## src/rtl/ofra_pkg.sv

```systemverilog
// ----------------------------------------------------------------------------
// ofra_pkg
// Shared constants, codes, types and helpers for the ordered free-list room
// allocator.
// ----------------------------------------------------------------------------
package ofra_pkg;

   localparam int NUM_ROOMS  = 20;
   localparam int FIRST_ROOM = 101;

   localparam int IDX_W  = (NUM_ROOMS > 1) ? $clog2(NUM_ROOMS) : 1;
   localparam int CNT_W  = $clog2(NUM_ROOMS + 1);
   localparam int CALC_W = 10;
   localparam int OP_W   = 3;
   localparam int ST_W   = 3;
   localparam int ROOM_W = 8;
   localparam int OCC_W  = 16;
   localparam int SEL_W  = 3;

   // Operation codes.
   localparam logic [OP_W-1:0] OP_ALLOC      = 3'd0;
   localparam logic [OP_W-1:0] OP_ALLOC_GIVEN = 3'd1;
   localparam logic [OP_W-1:0] OP_RELEASE    = 3'd2;
   localparam logic [OP_W-1:0] OP_LIST_FREE  = 3'd3;
   localparam logic [OP_W-1:0] OP_LIST_USED  = 3'd4;

   // Result status codes.
   localparam logic [ST_W-1:0] ST_DONE     = 3'd0;
   localparam logic [ST_W-1:0] ST_NO_FREE  = 3'd1;
   localparam logic [ST_W-1:0] ST_NOT_FREE = 3'd2;
   localparam logic [ST_W-1:0] ST_NOT_USED = 3'd3;
   localparam logic [ST_W-1:0] ST_ENTRY    = 3'd4;
   localparam logic [ST_W-1:0] ST_EMPTY    = 3'd5;

   // Sources of the room and occupant fields of a result word.
   localparam logic [SEL_W-1:0] SEL_ZERO    = 3'd0;
   localparam logic [SEL_W-1:0] SEL_HEAD    = 3'd1;
   localparam logic [SEL_W-1:0] SEL_QPTR    = 3'd2;
   localparam logic [SEL_W-1:0] SEL_REQ_OCC = 3'd3;
   localparam logic [SEL_W-1:0] SEL_REQ     = 3'd4;
   localparam logic [SEL_W-1:0] SEL_USED    = 3'd5;

   typedef struct packed {
      logic             load_req;
      logic             ptr_clr;
      logic             ptr_inc;
      logic             take_head;
      logic             take_ptr;
      logic             release_room;
      logic             emit;
      logic [ST_W-1:0]  emit_status;
      logic [SEL_W-1:0] emit_sel;
      logic             emit_last;
   } cmd_type;

   typedef struct packed {
      logic [OP_W-1:0] op;
      logic            out_free;
      logic            count_zero;
      logic            used_zero;
      logic            given_ok;
      logic            release_ok;
      logic            ptr_end;
      logic            match;
      logic            ptr_last_free;
      logic            used_hit;
      logic            used_last;
   } sts_type;

   function automatic logic [ROOM_W-1:0] room_of(input logic [IDX_W-1:0] idx);
      logic [CALC_W-1:0] sum;
      sum = CALC_W'(FIRST_ROOM) + CALC_W'(idx);
      return sum[ROOM_W-1:0];
   endfunction

endpackage

```

## src/rtl/ofra_ctrl.sv

```systemverilog
// ----------------------------------------------------------------------------
// ofra_ctrl
// Room allocator sequencer: decodes the held request and steps the datapath
// through searches and list scans, one queue position per cycle unless stalled.
// ----------------------------------------------------------------------------
module ofra_ctrl (
   input  logic              clock,
   input  logic              reset,
   input  logic              req_valid,
   output logic              req_ready,
   input  ofra_pkg::sts_type sts,
   output ofra_pkg::cmd_type cmd
);

   localparam logic [2:0] S_IDLE      = 3'd0;
   localparam logic [2:0] S_DISPATCH  = 3'd1;
   localparam logic [2:0] S_SEARCH    = 3'd2;
   localparam logic [2:0] S_LIST_FREE = 3'd3;
   localparam logic [2:0] S_LIST_USED = 3'd4;

   logic [2:0] state_ff;
   logic [2:0] state_in;

   assign req_ready = (state_ff == S_IDLE) && !reset;

   always_comb begin
      cmd      = '0;
      state_in = state_ff;
      unique case (state_ff)
         S_IDLE: begin
            if (req_valid) begin
               cmd.load_req = 1'b1;
               state_in     = S_DISPATCH;
            end
         end
         S_DISPATCH: begin
            case (sts.op)
               ofra_pkg::OP_ALLOC: begin
                  if (sts.out_free) begin
                     cmd.emit      = 1'b1;
                     cmd.emit_last = 1'b1;
                     if (sts.count_zero) begin
                        cmd.emit_status = ofra_pkg::ST_NO_FREE;
                        cmd.emit_sel    = ofra_pkg::SEL_ZERO;
                     end else begin
                        cmd.take_head   = 1'b1;
                        cmd.emit_status = ofra_pkg::ST_DONE;
                        cmd.emit_sel    = ofra_pkg::SEL_HEAD;
                     end
                     state_in = S_IDLE;
                  end
               end
               ofra_pkg::OP_ALLOC_GIVEN: begin
                  if (sts.given_ok) begin
                     cmd.ptr_clr = 1'b1;
                     state_in    = S_SEARCH;
                  end else if (sts.out_free) begin
                     cmd.emit        = 1'b1;
                     cmd.emit_last   = 1'b1;
                     cmd.emit_status = ofra_pkg::ST_NOT_FREE;
                     cmd.emit_sel    = ofra_pkg::SEL_ZERO;
                     state_in        = S_IDLE;
                  end
               end
               ofra_pkg::OP_RELEASE: begin
                  if (sts.out_free) begin
                     cmd.emit      = 1'b1;
                     cmd.emit_last = 1'b1;
                     if (sts.release_ok) begin
                        cmd.release_room = 1'b1;
                        cmd.emit_status  = ofra_pkg::ST_DONE;
                        cmd.emit_sel     = ofra_pkg::SEL_REQ;
                     end else begin
                        cmd.emit_status = ofra_pkg::ST_NOT_USED;
                        cmd.emit_sel    = ofra_pkg::SEL_ZERO;
                     end
                     state_in = S_IDLE;
                  end
               end
               ofra_pkg::OP_LIST_FREE: begin
                  if (!sts.count_zero) begin
                     cmd.ptr_clr = 1'b1;
                     state_in    = S_LIST_FREE;
                  end else if (sts.out_free) begin
                     cmd.emit        = 1'b1;
                     cmd.emit_last   = 1'b1;
                     cmd.emit_status = ofra_pkg::ST_EMPTY;
                     cmd.emit_sel    = ofra_pkg::SEL_ZERO;
                     state_in        = S_IDLE;
                  end
               end
               ofra_pkg::OP_LIST_USED: begin
                  if (!sts.used_zero) begin
                     cmd.ptr_clr = 1'b1;
                     state_in    = S_LIST_USED;
                  end else if (sts.out_free) begin
                     cmd.emit        = 1'b1;
                     cmd.emit_last   = 1'b1;
                     cmd.emit_status = ofra_pkg::ST_EMPTY;
                     cmd.emit_sel    = ofra_pkg::SEL_ZERO;
                     state_in        = S_IDLE;
                  end
               end
               default: begin
                  // Unknown operations produce no word.
                  state_in = S_IDLE;
               end
            endcase
         end
         S_SEARCH: begin
            if (sts.ptr_end) begin
               if (sts.out_free) begin
                  cmd.emit        = 1'b1;
                  cmd.emit_last   = 1'b1;
                  cmd.emit_status = ofra_pkg::ST_NOT_FREE;
                  cmd.emit_sel    = ofra_pkg::SEL_ZERO;
                  state_in        = S_IDLE;
               end
            end else if (sts.match) begin
               if (sts.out_free) begin
                  cmd.take_ptr    = 1'b1;
                  cmd.emit        = 1'b1;
                  cmd.emit_last   = 1'b1;
                  cmd.emit_status = ofra_pkg::ST_DONE;
                  cmd.emit_sel    = ofra_pkg::SEL_REQ_OCC;
                  state_in        = S_IDLE;
               end
            end else begin
               cmd.ptr_inc = 1'b1;
            end
         end
         S_LIST_FREE: begin
            if (sts.out_free) begin
               cmd.emit        = 1'b1;
               cmd.emit_last   = sts.ptr_last_free;
               cmd.emit_status = ofra_pkg::ST_ENTRY;
               cmd.emit_sel    = ofra_pkg::SEL_QPTR;
               if (sts.ptr_last_free) begin
                  state_in = S_IDLE;
               end else begin
                  cmd.ptr_inc = 1'b1;
               end
            end
         end
         S_LIST_USED: begin
            if (!sts.used_hit) begin
               cmd.ptr_inc = 1'b1;
            end else if (sts.out_free) begin
               cmd.emit        = 1'b1;
               cmd.emit_last   = sts.used_last;
               cmd.emit_status = ofra_pkg::ST_ENTRY;
               cmd.emit_sel    = ofra_pkg::SEL_USED;
               if (sts.used_last) begin
                  state_in = S_IDLE;
               end else begin
                  cmd.ptr_inc = 1'b1;
               end
            end
         end
         default: begin
            state_in = S_IDLE;
         end
      endcase
   end

   always_ff @(posedge clock) begin
      if (reset) begin
         state_ff <= S_IDLE;
      end else begin
         state_ff <= state_in;
      end
   end

endmodule

```

## src/rtl/ofra_dp.sv

```systemverilog
// ----------------------------------------------------------------------------
// ofra_dp
// Datapath of the room allocator: free queue, in-use marks, occupant table,
// scan pointer and the result output register.
// ----------------------------------------------------------------------------
module ofra_dp (
   input  logic                          clock,
   input  logic                          reset,
   input  ofra_pkg::cmd_type             cmd,
   output ofra_pkg::sts_type             sts,
   input  logic [ofra_pkg::OP_W-1:0]     req_operation,
   input  logic [ofra_pkg::ROOM_W-1:0]   req_room_number,
   input  logic [ofra_pkg::OCC_W-1:0]    req_occupant,
   output logic                          rsp_valid,
   input  logic                          rsp_ready,
   output logic [ofra_pkg::ST_W-1:0]     rsp_status,
   output logic [ofra_pkg::ROOM_W-1:0]   rsp_room_out,
   output logic [ofra_pkg::OCC_W-1:0]    rsp_occupant_out,
   output logic                          rsp_last
);

   localparam int N     = ofra_pkg::NUM_ROOMS;
   localparam int IDX_W = ofra_pkg::IDX_W;
   localparam int CNT_W = ofra_pkg::CNT_W;
   localparam int CALC_W = ofra_pkg::CALC_W;

   // Held request.
   logic [ofra_pkg::OP_W-1:0]   op_ff;
   logic [ofra_pkg::ROOM_W-1:0] num_ff;
   logic [ofra_pkg::OCC_W-1:0]  occ_ff;

   // Allocator state.
   logic [IDX_W-1:0]            fo_ff [N];
   logic [IDX_W-1:0]            fo_in [N];
   logic [CNT_W-1:0]            count_ff;
   logic [N-1:0]                used_ff;
   logic [ofra_pkg::OCC_W-1:0]  occ_tbl_ff [N];
   logic [CNT_W-1:0]            ptr_ff;

   // Result register.
   logic                        rsp_valid_ff;
   logic [ofra_pkg::ST_W-1:0]   rsp_status_ff;
   logic [ofra_pkg::ROOM_W-1:0] rsp_room_ff;
   logic [ofra_pkg::OCC_W-1:0]  rsp_occ_ff;
   logic                        rsp_last_ff;

   logic [CALC_W-1:0]           num_wide;
   logic [CALC_W-1:0]           num_off;
   logic                        in_pool;
   logic [IDX_W-1:0]            req_idx;
   logic [IDX_W-1:0]            ptr_idx;
   logic [IDX_W-1:0]            qptr_val;
   logic                        take;
   logic [IDX_W-1:0]            take_idx;
   logic [CNT_W-1:0]            drop_pos;
   logic                        used_above;
   logic [ofra_pkg::ROOM_W-1:0] room_sel;
   logic [ofra_pkg::OCC_W-1:0]  occ_sel;

   assign num_wide = CALC_W'(num_ff);
   assign num_off  = num_wide - CALC_W'(ofra_pkg::FIRST_ROOM);
   assign in_pool  = (num_wide >= CALC_W'(ofra_pkg::FIRST_ROOM)) &&
                     (num_wide < CALC_W'(ofra_pkg::FIRST_ROOM + N));
   assign req_idx  = num_off[IDX_W-1:0];
   assign ptr_idx  = ptr_ff[IDX_W-1:0];
   assign qptr_val = fo_ff[ptr_idx];

   assign take     = cmd.take_head | cmd.take_ptr;
   assign take_idx = cmd.take_head ? fo_ff[0] : req_idx;
   assign drop_pos = cmd.take_head ? '0 : ptr_ff;

   // Any in-use room above the scan pointer means this is not the final word.
   always_comb begin
      used_above = 1'b0;
      for (int j = 0; j < N; j++) begin
         if (used_ff[j] && (CNT_W'(j) > ptr_ff)) begin
            used_above = 1'b1;
         end
      end
   end

   // The queue closes the gap of a removed entry in one step.
   always_comb begin
      fo_in = fo_ff;
      for (int i = 0; i < N - 1; i++) begin
         if (take && (CNT_W'(i) >= drop_pos) && (CNT_W'(i + 1) < count_ff)) begin
            fo_in[i] = fo_ff[i + 1];
         end
      end
      if (cmd.release_room) begin
         fo_in[count_ff[IDX_W-1:0]] = req_idx;
      end
   end

   always_comb begin
      sts               = '0;
      sts.op            = op_ff;
      sts.out_free      = !rsp_valid_ff || rsp_ready;
      sts.count_zero    = (count_ff == '0);
      sts.used_zero     = (used_ff == '0);
      sts.given_ok      = in_pool && !used_ff[req_idx];
      sts.release_ok    = in_pool && used_ff[req_idx] && (count_ff < CNT_W'(N));
      sts.ptr_end       = (ptr_ff >= count_ff);
      sts.match         = (qptr_val == req_idx);
      sts.ptr_last_free = ((ptr_ff + CNT_W'(1)) == count_ff);
      sts.used_hit      = used_ff[ptr_idx];
      sts.used_last     = !used_above;
   end

   always_comb begin
      room_sel = '0;
      occ_sel  = '0;
      case (cmd.emit_sel)
         ofra_pkg::SEL_HEAD: begin
            room_sel = ofra_pkg::room_of(fo_ff[0]);
            occ_sel  = occ_ff;
         end
         ofra_pkg::SEL_QPTR: begin
            room_sel = ofra_pkg::room_of(qptr_val);
         end
         ofra_pkg::SEL_REQ_OCC: begin
            room_sel = ofra_pkg::room_of(req_idx);
            occ_sel  = occ_ff;
         end
         ofra_pkg::SEL_REQ: begin
            room_sel = ofra_pkg::room_of(req_idx);
         end
         ofra_pkg::SEL_USED: begin
            room_sel = ofra_pkg::room_of(ptr_idx);
            occ_sel  = occ_tbl_ff[ptr_idx];
         end
         default: begin
            room_sel = '0;
            occ_sel  = '0;
         end
      endcase
   end

   always_ff @(posedge clock) begin
      if (cmd.load_req) begin
         op_ff  <= req_operation;
         num_ff <= req_room_number;
         occ_ff <= req_occupant;
      end
      if (take) begin
         occ_tbl_ff[take_idx] <= occ_ff;
      end
      if (cmd.emit) begin
         rsp_status_ff <= cmd.emit_status;
         rsp_room_ff   <= room_sel;
         rsp_occ_ff    <= occ_sel;
         rsp_last_ff   <= cmd.emit_last;
      end
   end

   always_ff @(posedge clock) begin
      if (reset) begin
         for (int i = 0; i < N; i++) begin
            fo_ff[i] <= IDX_W'(i);
         end
         count_ff     <= CNT_W'(N);
         used_ff      <= '0;
         ptr_ff       <= '0;
         rsp_valid_ff <= 1'b0;
      end else begin
         fo_ff <= fo_in;
         if (take) begin
            count_ff          <= count_ff - CNT_W'(1);
            used_ff[take_idx] <= 1'b1;
         end else if (cmd.release_room) begin
            count_ff         <= count_ff + CNT_W'(1);
            used_ff[req_idx] <= 1'b0;
         end
         if (cmd.ptr_clr) begin
            ptr_ff <= '0;
         end else if (cmd.ptr_inc) begin
            ptr_ff <= ptr_ff + CNT_W'(1);
         end
         if (cmd.emit) begin
            rsp_valid_ff <= 1'b1;
         end else if (rsp_ready) begin
            rsp_valid_ff <= 1'b0;
         end
      end
   end

   assign rsp_valid        = rsp_valid_ff;
   assign rsp_status       = rsp_status_ff;
   assign rsp_room_out     = rsp_room_ff;
   assign rsp_occupant_out = rsp_occ_ff;
   assign rsp_last         = rsp_last_ff;

endmodule

```

## src/rtl/ordered_free_list_room_allocator_core.sv

```systemverilog
// ----------------------------------------------------------------------------
// ordered_free_list_room_allocator_core
// Room pool allocator with an ordered free queue, in-use marks and occupant
// ids; allocate, allocate given room, release and two list operations.
// ----------------------------------------------------------------------------
//
//   Channel   Ports                                      Direction
//   req_      operation, room_number, occupant           in,  valid/ready
//   rsp_      status, room_out, occupant_out, last       out, valid/ready
//
// A request is taken only while the sequencer is idle; it is latched on
// acceptance and decoded in the dispatch state, which registers the result
// word of allocate and release. Allocate given room then searches the free
// queue position by position; the list operations emit one word per cycle
// while the result register is free, and the used list also steps past each
// free room it passes. A held result word stalls the sequencer but a new
// request is taken while the last word of the previous one waits. Reset reloads the free queue.
//
module ordered_free_list_room_allocator_core (
   input  logic                          clock,
   input  logic                          reset,
   input  logic                          req_valid,
   output logic                          req_ready,
   input  logic [ofra_pkg::OP_W-1:0]     req_operation,
   input  logic [ofra_pkg::ROOM_W-1:0]   req_room_number,
   input  logic [ofra_pkg::OCC_W-1:0]    req_occupant,
   output logic                          rsp_valid,
   input  logic                          rsp_ready,
   output logic [ofra_pkg::ST_W-1:0]     rsp_status,
   output logic [ofra_pkg::ROOM_W-1:0]   rsp_room_out,
   output logic [ofra_pkg::OCC_W-1:0]    rsp_occupant_out,
   output logic                          rsp_last
);

   ofra_pkg::cmd_type cmd;
   ofra_pkg::sts_type sts;

   ofra_ctrl u_ctrl (
      .clock     (clock),
      .reset     (reset),
      .req_valid (req_valid),
      .req_ready (req_ready),
      .sts       (sts),
      .cmd       (cmd)
   );

   ofra_dp u_dp (
      .clock            (clock),
      .reset            (reset),
      .cmd              (cmd),
      .sts              (sts),
      .req_operation    (req_operation),
      .req_room_number  (req_room_number),
      .req_occupant     (req_occupant),
      .rsp_valid        (rsp_valid),
      .rsp_ready        (rsp_ready),
      .rsp_status       (rsp_status),
      .rsp_room_out     (rsp_room_out),
      .rsp_occupant_out (rsp_occupant_out),
      .rsp_last         (rsp_last)
   );

endmodule

```

## config.mk

```make
export PLATFORM = sky130hd
export DESIGN_NAME = ordered_free_list_room_allocator_core
export DESIGN_NICKNAME = d
export VERILOG_FILES = /design/src/rtl/ofra_pkg.sv /design/src/rtl/ofra_ctrl.sv /design/src/rtl/ofra_dp.sv /design/src/rtl/ordered_free_list_room_allocator_core.sv
export SDC_FILE = /design/constraint.sdc
export NUM_CORES = 1
export LEC_CHECK = 0
export BUFFER_PORTS_ARGS = -buffer_cell sky130_fd_sc_hd__buf_2
export CORE_MARGIN = 5
export CORE_UTILIZATION = 30
export DETAILED_ROUTE_END_ITERATION = 10
export MAX_ROUTING_LAYER = met4
export SLEW_MARGIN = 20
export SYNTH_ARGS = -nofsm -noshare
export SYNTH_HDL_FRONTEND = slang
export SYNTH_HIERARCHICAL = 1
export SYNTH_SLANG_ARGS = --single-unit
```

## constraint.sdc

```tcl
create_clock -name clock -period 7.2 [get_ports clock]
set_input_delay 0.36 -clock clock [delete_from_list [all_inputs] [get_ports clock]]
set_output_delay 0.36 -clock clock [all_outputs]
set_load 0.02 [all_outputs]
```

==> summary.md, run 1 <==
| Metric | Value |
|---|---|
| Initial Utilization | 30.3% |
| Period utilization | 82.9% |
| Total gr overflow | 0 |
| Int Pwr | 4.92 mW |
| Global-route wire length before repair | 97400 microns |
| Run status | finished clean |
| Fin. Hold Viols | 0 |
| Netlist cell types | 83 |
| Post-route ant nets | 0 |
| CTS H-tree depth | 2 |
| Ys async rst share | 0% |
| Tightest Pin Transition | 1.10 ns |
| Dominant cell type by area after synthesis | edfxtp_1 |
| Vias | 15.2k |
| FP Rows | 102 |
| Clock power share | 44.4% |
| Synthesized cell area | 23600 sq um |
| Sequential share of power | 51.3% |
| Syn Inst Count | 1757 |
| Synth Area per Inst | 13.4 sq um |
| Ant diodes | 0 |
| Reg-to-reg startpoint | u_dp/ptr_ff[0] |
| Nets@finish | 1859 |
| Finished Core Util | 34.8% |
| Comb pwr share | 4.3% |
| Type of origin of the critical path | register |
| Synth Flop Type | edfxtp_1 |
| CTS resizes | 0 |
| Register Area | 14100 sq um |
| CP arrival | 6.30 ns |
| PD cells | 236 nW/um^2 |
| Tmin final | 5.97 ns |
| Peak supply drop | 0.000193 V |
| Hold Crit Class | in -> reg |
| Total Wirelength | 64200 microns |
| R2R Setup Slk | 1.23 ns |
| Final setup TNS | 0 ns |
| Worst Setup SP | u_dp/ptr_ff[0] |
| Worst Reg-to-Reg Cells | 19 |
| DP Area | 24900 sq um |
| Share of the synthesized area in the top cell type | 47.7% |
| Reg clk slew, reported paths | 0.06 ns |
| Post-synth EDFFs | 375 |
| NetSw | 1.45 mW |
| Wire length per cell | 22.2 microns |
| Post-Layout Cell Count | 2896 |
| Synthesized net count | 1805 |
| Layout Skew | 0.0309 ns |
| Synth Warn # | 6 |
| Pins over their slew limit | 0 |
| Final instance area | 27000 sq um |
| Setup crit end | u_dp/rsp_room_out[4] |
| RSZ-0062 raised after global routing | false |
| Worst slack at placement | 1.21 ns |
| Ranking of synthesized cells by area | edfxtp_1, dfxtp_1, mux4_2, mux2i_1, nor2_1 |
| Relative slew margins | 26.4% |
| WS Path Type | reg -> reg |
| GRT Overall Usage | 15.2% |
| Antenna violations before repair | 0 |
| #FFs+latches synth | 514 |
| DRT iter0 DRCs | 1491 |
| Area of the multi-input gates | 8910 sq um |
| DR vias/cell | 5.26 |
| Largest fanout on the critical path | 37 |
| Die area | 84300 sq um |
| Layout cell share with drive strength beyond 1 | 20.2% |
| Vias in the first global route | 15.2k |
| Postcts setup bufs | 0 |
| Core outline area | 77700 sq um |
| Switching Share | 22.7% |
| Fmax | 0.168 GHz |
| CTS buffer count | 55 |
| Post-synthesis sequential area ratio | 59.5% |
| CTS tree | done |
| Max clock buf depth | 3 |
| Die Width | 290 microns |
| Largest net degree at the start of global routing | 93 |
| Pre-antenna DRT Iters | 6 |
| Gpl congestion | 0.900 |
| Worst Slack Setup Final | 1.23 ns |
| Worst Setup End Kind | register |
| Max-Cap Viols | 0 |
| Detailed placer's ending HPWL | 41500 microns |
| R2R Path End | u_dp/rsp_room_out[4] |
| IO Count | 61 |
| Final setup viols | 0 |
| Leakage Power | 8.66 nW |
| Clock root cell | clkbuf_16 |
| Filler Cells Inserted | 7549 |
| Die Ht | 290 microns |
| Clk_lat worst skew | 0.62 ns |
| DRC Markers | 0 |
| Inst Count DP | 2766 |
| Clock sink total | 514 |
| Port bufs | 60 |
| Critical Path RT | 7.53 ns |
| Area grow syn2layout | 14.6% |
| Hold_buf cts | 27 |
[critical path, stage by stage (launching register included)]
cell and delay, ns:
dfxtp_4 0.79, buf_12 0.31, mux2i_1 0.25, o22ai_1 0.10
o21ai_0 0.69, nand3_1 0.19, xnor2_1 0.17, nand3_1 0.09
nor3_1 0.49, nand4b_1 0.27, o21ai_1 0.51, nand3b_1 0.20
buf_4 0.32, o22a_1 0.22, a31oi_1 0.13, a41oi_2 0.27
ha_1 0.20, a21oi_1 0.07, nor3b_1 0.31, nor3_1 0.09
[area by class of cell]
cell class                      instances  share of cell area, %
Inverter                               36                  0.500
Clock inverter                         37                   1.37
Multi-Input combinational cell       1090                   33.0
Sequential cell                       514                   52.0
Timing Repair Buffer                  114                   2.93
Tap cell                             1040                   4.81
Clock buffer                           65                   5.42
[worst min path at each step]
stage,start,to,slack (ns),cells past startpoint
floorplan,reset,u_ctrl/state_ff[0],0.43,1
global placement,register,register,0.48,1
detailed placement,register,register,0.48,1
CTS,reset,u_dp/fo_ff[85],0.22,2
global route,reset,u_ctrl/state_ff[0],0.24,2
finish,reset,u_ctrl/state_ff[0],0.24,2
[per-stage QoR]
stage          total power, mW  hold slack, ns
2_1_floorplan             3.48           0.432
3_3_place_gp              3.59           0.476
3_5_place_dp              3.59           0.483
4_1_cts                   6.44           0.218
5_1_grt                   6.59           0.245
6_report                  6.37           0.237
[cell usage in the layout (no fill, tap or decap), types with 6 or more instances in the layout]
cell,count
nor3b_1,7
buf_4,26
o21ai_0,55
nand2_1,113
ha_1,17
dlygate4sd3_1,27
nand4_1,7
a21oi_1,91
dfxtp_1,135
and2_1,10
mux2i_1,144
mux2_2,17
clkinv_4,7
or2_2,30
nor2_1,150
nor3_1,17
clkbuf_16,55
clkinv_1,10
nand3_1,39
o41ai_1,17
o22ai_1,28
a211oi_1,47
clkinv_2,9
mux4_2,108
buf_2,59
nand2b_1,21
edfxtp_1,375
a31oi_1,10
inv_1,36
nor4_1,6
nor2b_1,15
nor2_2,10
xor2_1,8
a21o_1,12
xnor2_1,14
[flip-flops by register name (all words and copies together), names as in the netlist, 5 cells and up, named ones only]
| name | cells |
|---|---|
| u_dp/count_ff | 5 |
| u_dp/occ_tbl_ff | 320 |
| u_dp/num_ff | 8 |
| u_dp/rsp_room_out | 8 |
| u_dp/rsp_occupant_out | 16 |
| u_dp/ptr_ff | 5 |
| u_dp/occ_ff | 16 |
| u_dp/used_ff | 20 |
| u_dp/fo_ff | 95 |
[metal layers]
| layer | vias to the layer above | part of all wire [%] | GRT usage [%] |
|---|---|---|---|
| met1 | 7731 | 42 | 19.6 |
| met2 | 539 | 49 | 24.9 |
| met3 | 112 | 5.5 | 2.00 |
| met4 | 0 | 3.4 | 4.97 |
| li1 | 6844 | - | - |
| met5 | - | 0 | - |
[cells in the mapped netlist, drive strengths merged (3+ instances only)]
| library cell | n |
|---|---|
| o22a | 4 |
| a41oi | 3 |
| mux4 | 108 |
| clkbuf | 64 |
| nor3 | 17 |
| a221oi | 3 |
| or2 | 32 |
| nor3b | 7 |
| o221ai | 3 |
| and2 | 12 |
| nor4 | 7 |
| o22ai | 30 |
| edfxtp | 375 |
| o21ai | 60 |
| nand3b | 3 |
| xnor2 | 15 |
| nand4 | 7 |
| ha | 17 |
| o41ai | 17 |
| nand4b | 3 |
| a311oi | 3 |
| o21bai | 4 |
| nor2 | 160 |
| a22oi | 4 |
| inv | 36 |
| dfxtp | 139 |
| nand2 | 114 |
| a211oi | 48 |
| a32o | 3 |
| o21a | 4 |
| a31oi | 12 |
| a21o | 12 |
| and3 | 6 |
| a211o | 3 |
| mux2i | 144 |
| nand3 | 39 |
| buf | 53 |
| a21oi | 96 |
| xor2 | 9 |
| nand2b | 22 |
| mux2 | 17 |
| nor2b | 15 |
[logic make-up after synthesis]
logic type / share of synthesized area [%]
adders and majority gates: 0.902
AOI/OAI and AO/OA: 9.50
buffers and inverters: 2.86
muxes: 17.2
and+or+nand+nor: 9.07
DFF: 59.5
xor gates and xnor gates: 0.891
[power by group through the flow]
stage               clock network (mW)  registers (mW)  logic [mW]
floorplan                            0            3.31       0.167
finish                            2.83            3.27       0.272
global placement                     0            3.33       0.256
global route                      3.02            3.27       0.290
CTS                               2.89            3.27       0.271
detailed placement                   0            3.33       0.259
Note: power is estimated with default switching activity, not from simulation.
==> run 2, diff against run 1 <==
==> constraint.sdc (replaced) <==
create_clock -name clock -period 6.18 [get_ports clock]
set_input_delay 0.309 -clock clock [delete_from_list [all_inputs] [get_ports clock]]
set_output_delay 0.309 -clock clock [all_outputs]
set_load 0.02 [all_outputs]
==> run 2 against run 1 <==
  * Setup slack got worse by 0.39 ns
  * Non-clock buffer count rose by 22
  * Largest cell class unchanged
  * Clock power grew 12%
  * Sequential cell count unchanged
  * Final area is 0.21% higher
  * First-iteration DRC count decreased by 7.0%
  * Sequential share of layout area fell by 0.12 points
==> summary.md, run 2 (synthesis gave the netlist of run 1 again) <==
| Metric | Value |
|---|---|
| Run status | finished clean |
| Max clock buf depth | 3 (unchanged) |
| Ant diodes | 0 (unchanged) |
| Area of the multi-input gates | 8910 sq um (about the same) |
| Clock sink total | 514 (unchanged) |
| DRC Markers | 0 (unchanged) |
| Hold_buf cts | 27 (unchanged) |
| DR vias/cell | 5.24 (-0.35%) |
| Reg clk slew, reported paths | 0.06 ns (about the same) |
| Hold Crit Class | in -> reg |
| Tmin final | 5.34 ns (-0.630 ns) |
| Gpl congestion | 0.878 (-2.4%) |
| Layout Skew | 0.0677 ns (+0.0368 ns) |
| Max-Cap Viols | 0 (unchanged) |
| Final instance area | 27100 sq um (+0.21%) |
| CTS resizes | 0 (unchanged) |
| WS Path Type | reg -> reg |
| DRT iter0 DRCs | 1387 (-7.0%) |
| Layout cell share with drive strength beyond 1 | 20.5% (+0.36 points) |
| PD cells | 269 nW/um^2 (+14%) |
| Relative slew margins | 29.0% (+2.6 points) |
| Antenna violations before repair | 0 (unchanged) |
| Largest registers | u_dp/occ_tbl_ff (320), u_dp/fo_ff (95), u_dp/used_ff (20) |
| CTS buffer count | 54 (-1.8%) |
| Largest fanout on the critical path | 14 (-62%) |
| Fmax | 0.187 GHz (+12%) |
| Die area | 84300 sq um (unchanged) |
| Register Area | 14100 sq um (about the same) |
| Final setup TNS | 0 ns (unchanged) |
| Total gr overflow | 0 (unchanged) |
| CTS tree | done |
| Worst Setup End Kind | register |
| GRT Overall Usage | 15.4% (+0.22 points) |
| DP Area | 25100 sq um (+0.67%) |
| Tightest Pin Transition | 1.07 ns (-0.0371 ns) |
| Wire length per cell | 22.6 microns (+1.7%) |
| Pins over their slew limit | 0 (unchanged) |
| Largest net degree at the start of global routing | 107 (+15%) |
| Top reg by flops | u_dp/occ_tbl_ff |
| Fin. Hold Viols | 0 (unchanged) |
| Nets@finish | 1880 (+1.1%) |
| Commonest non-fill, non-tap cells in the layout | edfxtp_1, nor2_1, mux2i_1 |
| Core outline area | 77700 sq um (unchanged) |
| Pre-antenna DRT Iters | 5 (-1) |
| FP Rows | 102 (unchanged) |
| Filler Cells Inserted | 7444 (-1.4%) |
| Hold path cells | 2 (unchanged) |
| Finished Core Util | 34.9% (+0.074 points) |
| Clk_lat worst skew | 0.65 ns (+0.03 ns) |
| Total Wirelength | 65700 microns (+2.2%) |
| Final setup viols | 0 (unchanged) |
| Detailed placer's ending HPWL | 42000 microns (+1.1%) |
| CP arrival | 5.70 ns (-0.60 ns) |
| Worst hold slack | 0.0819 ns (-0.155 ns) |
| Die Width | 290 microns (unchanged) |
| Vias | 15.3k (+0.20%) |
| Clock root cell | clkbuf_16 |
| RSZ-0062 raised after global routing | false |
| Type of origin of the critical path | register |
| Initial Utilization | 30.3% (unchanged) |
| CTS H-tree depth | 2 (unchanged) |
| Peak supply drop | 0.000241 V (+25%) |
| Period utilization | 86.4% (+3.5 points) |
| Most common cell after layout, fill and taps aside | edfxtp_1 |
| Post-route ant nets | 0 (unchanged) |
| Die Ht | 290 microns (unchanged) |
| Max reg flops | 320 (unchanged) |
| Vias in the first global route | 15.3k (+0.59%) |
| Critical Path RT | 6.54 ns (-0.99 ns) |
| Postcts setup bufs | 0 (unchanged) |
| IO Count | 61 (unchanged) |
| Area grow syn2layout | 14.8% |
| Leakage Power | 8.71 nW (+0.68%) |
| Port bufs | 60 (unchanged) |
| Worst Reg-to-Reg Cells | 17 (-2) |
| Global-route wire length before repair | 97900 microns (+0.48%) |
## run 2: worst paths after layout
check | slack [ns] | from | to
hold / removal | 0.08 | reset | u_dp/used_ff[18]
setup / recovery | 0.84 | u_dp/ptr_ff[2] | u_dp/rsp_room_out[4]
setup reg to reg | 0.84 | u_dp/ptr_ff[2] | u_dp/rsp_room_out[4]
hold reg to reg | 0.50 | register | register
## run 2: metrics by stage
step	setup slack [ns]	power, mW	instances
floorplan	1.19	4.05	1757
global placement	0.928	4.18	2788
detailed placement	0.853	4.19	2788
CTS	0.853	7.38	2911
global route	0.533	7.54	2912
finish	0.842	7.29	2912
## run 2: power breakdown
group / total (mW) / internal [mW] / switching [mW]
Sequential: 3.81 / 3.74 / 0.0642
Clock: 3.16 / 1.77 / 1.40
Combinational: 0.322 / 0.110 / 0.212
## run 2: routing by layer
metal | share of wire, % | global-route usage, % | routed length [microns]
met1 | 42 | 19.4 | 27300
met3 | 5.4 | 2.10 | 3520
met5 | 0 | - | 0
met2 | 50 | 25.8 | 32800
met4 | 3.0 | 4.88 | 2000
## run 2: cell type report
class	count	area share (%)
multi-input combinational	1090	32.9
tap	1040	4.80
timing repair buffer	136	3.55
sequential	514	51.9
clock buffer	67	5.25
clock inverter	29	1.11
inverter	36	0.499
## run 2: critical path, cell delays in order, from the launching register on
cell      delay (ns)
dfxtp_1         0.58
nand2b_1        0.60
o22ai_1         0.13
o21ai_0         0.72
nand3_1         0.18
xor2_1          0.17
nand3_1         0.10
nor3_1          0.36
nand4b_1        0.21
o21ai_1         0.49
nand2b_1        0.24
o22a_1          0.27
a31oi_1         0.24
a41oi_2         0.09
ha_1            0.27
a21oi_1         0.22
o21ba_2         0.19
nor3_1          0.04
==> run 3, diff against run 2 <==
--- a/config.mk
+++ b/config.mk
@@ -9,7 +9,9 @@
 export CORE_MARGIN = 5
 export CORE_UTILIZATION = 30
 export DETAILED_ROUTE_END_ITERATION = 10
+export GPL_TIMING_DRIVEN = 0
 export MAX_ROUTING_LAYER = met4
+export PLACE_DENSITY_LB_ADDON = 0.08
 export SLEW_MARGIN = 20
 export SYNTH_ARGS = -nofsm -noshare
 export SYNTH_HDL_FRONTEND = slang
==> run 3 against run 2 <==
  * Non-clock buffer count grew 76
  * Sequential share of layout area shrank 1.1 points
  * Count of clock-buffer cells in the layout grew 14
  * Cell count grew 3.1%
  * Combinational power grew 16%
  * Utilization grew 0.74 points
  * Global-route usage grew 3.0 points
  * Largest cell class unchanged
  * Die area is the same
  * Maximum frequency shrank 6.9%
  * Clock power grew 11%
==> summary.md, run 3 (synthesis gave the netlist of run 1 again) <==
| Metric | Value |
|---|---|
| Run status | finished clean |
| Comb pwr share | 4.8% (+0.4 points) |
| Fin. Hold Viols | 0 (unchanged) |
| Gpl congestion | 0.875 (-0.41%) |
| CTS H-tree depth | 2 (unchanged) |
| Die area | 84300 sq um (unchanged) |
| DP Area | 25400 sq um (+1.2%) |
| Pre-antenna DRT Iters | 7 (+2) |
| FP Rows | 102 (unchanged) |
| Total Wirelength | 76700 microns (+17%) |
| Pins over their slew limit | 0 (unchanged) |
| Core outline area | 77700 sq um (unchanged) |
| Global-route wire length before repair | 112000 microns (+15%) |
| Clock root cell | clkbuf_16 |
| Area grow syn2layout | 17.3% |
| Tightest Pin Transition | 1.15 ns (+0.0875 ns) |
| R2R Path End | u_dp/occ_tbl_ff[9][8] |
| Total gr overflow | 0 (unchanged) |
| Most common cell after layout, fill and taps aside | edfxtp_1 |
| Area of the multi-input gates | 8950 sq um (+0.44%) |
| Post-route ant nets | 0 (unchanged) |
| CP max stage cell | inv_2 |
| DR vias/cell | 5.22 (-0.43%) |
| Port bufs | 60 (unchanged) |
| Inst Count DP | 2863 (+2.7%) |
| Clock sink total | 514 (unchanged) |
| Wire length per cell | 25.6 microns (+13%) |
| Max-Cap Viols | 0 (unchanged) |
| NetSw | 1.77 mW (+5.8%) |
| CTS tree | done |
| Worst Reg-to-Reg Cells | 17 (unchanged) |
| Reg clk slew, reported paths | 0.06 ns (about the same) |
| Register Area | 14000 sq um (about the same) |
| Leakage Power | 8.88 nW (+2.0%) |
| Reg-to-reg startpoint | u_dp/num_ff[0] |
| Finished Core Util | 35.6% (+0.74 points) |
| PD cells | 278 nW/um^2 (+3.2%) |
| DRC Markers | 0 (unchanged) |
| Final setup viols | 0 (unchanged) |
| Setup crit end | u_dp/occ_tbl_ff[9][8] |
| Max reg flops | 320 (unchanged) |
| Top reg by flops | u_dp/occ_tbl_ff |
| Int Pwr | 5.91 mW (+5.2%) |
| Final instance area | 27700 sq um (+2.1%) |
| Worst Slack Setup Final | 0.447 ns (-0.395 ns) |
| Switching Share | 23.0% (+0.094 points) |
| Peak supply drop | 0.000211 V (-13%) |
| CP cell instances | buf_2 > buf_2 > inv_1 > clkbuf_2 > ha_2 > buf_2 > buf_2 > xor2_1 > nand3_1 > nor3_2 > nand4b_1 > inv_1 > nor2b_1 > nand2_1 > o22ai_1 > nand2_1 > inv_2 |
| Clock power share | 45.7% (+2.3 points) |
| Critical Path Most Common Cell | buf_2 |
| RSZ-0062 raised after global routing | false |
| Layout cell share with drive strength beyond 1 | 21.0% (+0.51 points) |
| CP arrival | 6.00 ns (+0.30 ns) |
| Largest registers | u_dp/occ_tbl_ff (320), u_dp/fo_ff (95), u_dp/used_ff (20) |
| Commonest non-fill, non-tap cells in the layout | edfxtp_1, nor2_1, mux2i_1 |
| Tot Pwr | 7.68 mW (+5.3%) |
| Max clock buf depth | 3 (unchanged) |
| Type of origin of the critical path | register |
| IO Count | 61 (unchanged) |
| DRT iter0 DRCs | 1326 (-4.4%) |
| Slowest stage delay, CP | 0.52 ns (-0.20 ns) |
| Worst Setup End Kind | register |
| Nets@finish | 1961 (+4.3%) |
| Clk_lat worst skew | 0.65 ns (about the same) |
| Post-Layout Cell Count | 3001 (+3.1%) |
| CTS buffer count | 59 (+9.3%) |
| Relative slew margins | 23.1% (-5.8 points) |
| Period utilization | 92.8% (+6.4 points) |
| WS Path Type | reg -> reg |
| Fmax | 0.174 GHz (-6.9%) |
| Worst slack at placement | -1.21 ns (-2.06 ns) |
| Tmin final | 5.73 ns (+0.395 ns) |
| Hold Crit Class | in -> reg |
| Sequential share of power | 49.5% (-2.7 points) |
| Final setup TNS | 0 ns (unchanged) |
| Largest net degree at the start of global routing | 22 (-79%) |
| Die Ht | 290 microns (unchanged) |
| Die Width | 290 microns (unchanged) |
| Critical Path RT | 6.45 ns (-0.09 ns) |
| Largest fanout on the critical path | 16 (+2) |
| Antenna violations before repair | 1 (+1) |
| Worst Setup SP | u_dp/num_ff[0] |
| Initial Utilization | 30.3% (unchanged) |
| Vias in the first global route | 15.9k (+4.0%) |
| R2R Setup Slk | 0.45 ns (-0.40 ns) |
| Detailed placer's ending HPWL | 52400 microns (+25%) |
| Filler Cells Inserted | 7537 (+1.2%) |
| Worst hold slack | 0.176 ns (+0.0945 ns) |
| Layout Skew | 0.0300 ns (-0.0378 ns) |
| GRT Overall Usage | 18.3% (+3.0 points) |
| Vias | 15.7k (+2.6%) |
[run 3: final cells by class]
class,count,share of cell area (%)
tap,1040,4.70
antenna,1,0.00905
buffer,117,1.98
sequential,514,50.8
inverter,36,0.570
timing repair buffer,95,2.60
clock buffer,81,5.89
multi-input combinational,1090,32.4
clock inverter,27,1.13
[run 3: worst min-delay path by stage]
stage | start | endpoint | slack [ns] | depth (start not counted)
CTS | rsp_ready | u_dp/rsp_valid | 0.13 | 3
global route | rsp_ready | u_dp/rsp_valid | 0.21 | 3
floorplan | reset | u_ctrl/state_ff[0] | 0.38 | 1
finish | rsp_ready | u_dp/rsp_valid | 0.18 | 3
global placement | register | register | 0.48 | 1
detailed placement | register | register | 0.48 | 1
[run 3: what timing repair did]
item                       4_1_cts  5_1_grt
resized for setup               13       10
setup buffers                    1        0
pin swaps                        1        0
hold buffers                    28        0
setup endpoints to repair      440      199
hold endpoints to repair        30        0
[run 3: critical path: cells and delay by family (launching register included)]
kind	cells	cell delay, ns
buf+inv	8	2.66
fa+ha+maj	1	0.51
xor+xnor	1	0.18
simple gates	6	1.06
flops	1	0.39
compound gates	1	0.51
[run 3: metal layers]
| metal | share of wire [%] | vias to the layer above | track usage [%] |
|---|---|---|---|
| li1 | - | 7049 | - |
| met2 | 44 | 467 | 27.2 |
| met5 | 0 | - | - |
| met4 | 2.2 | 0 | 4.06 |
| met1 | 48 | 8038 | 26.6 |
| met3 | 5.5 | 102 | 3.13 |
[run 3: power groups by stage]
stage | registers [mW] | clock network, mW | logic, mW
finish | 3.80 | 3.51 | 0.373
floorplan | 3.86 | 0 | 0.194
global placement | 3.87 | 0 | 0.344
CTS | 3.80 | 3.62 | 0.371
detailed placement | 3.87 | 0 | 0.354
global route | 3.81 | 3.76 | 0.399
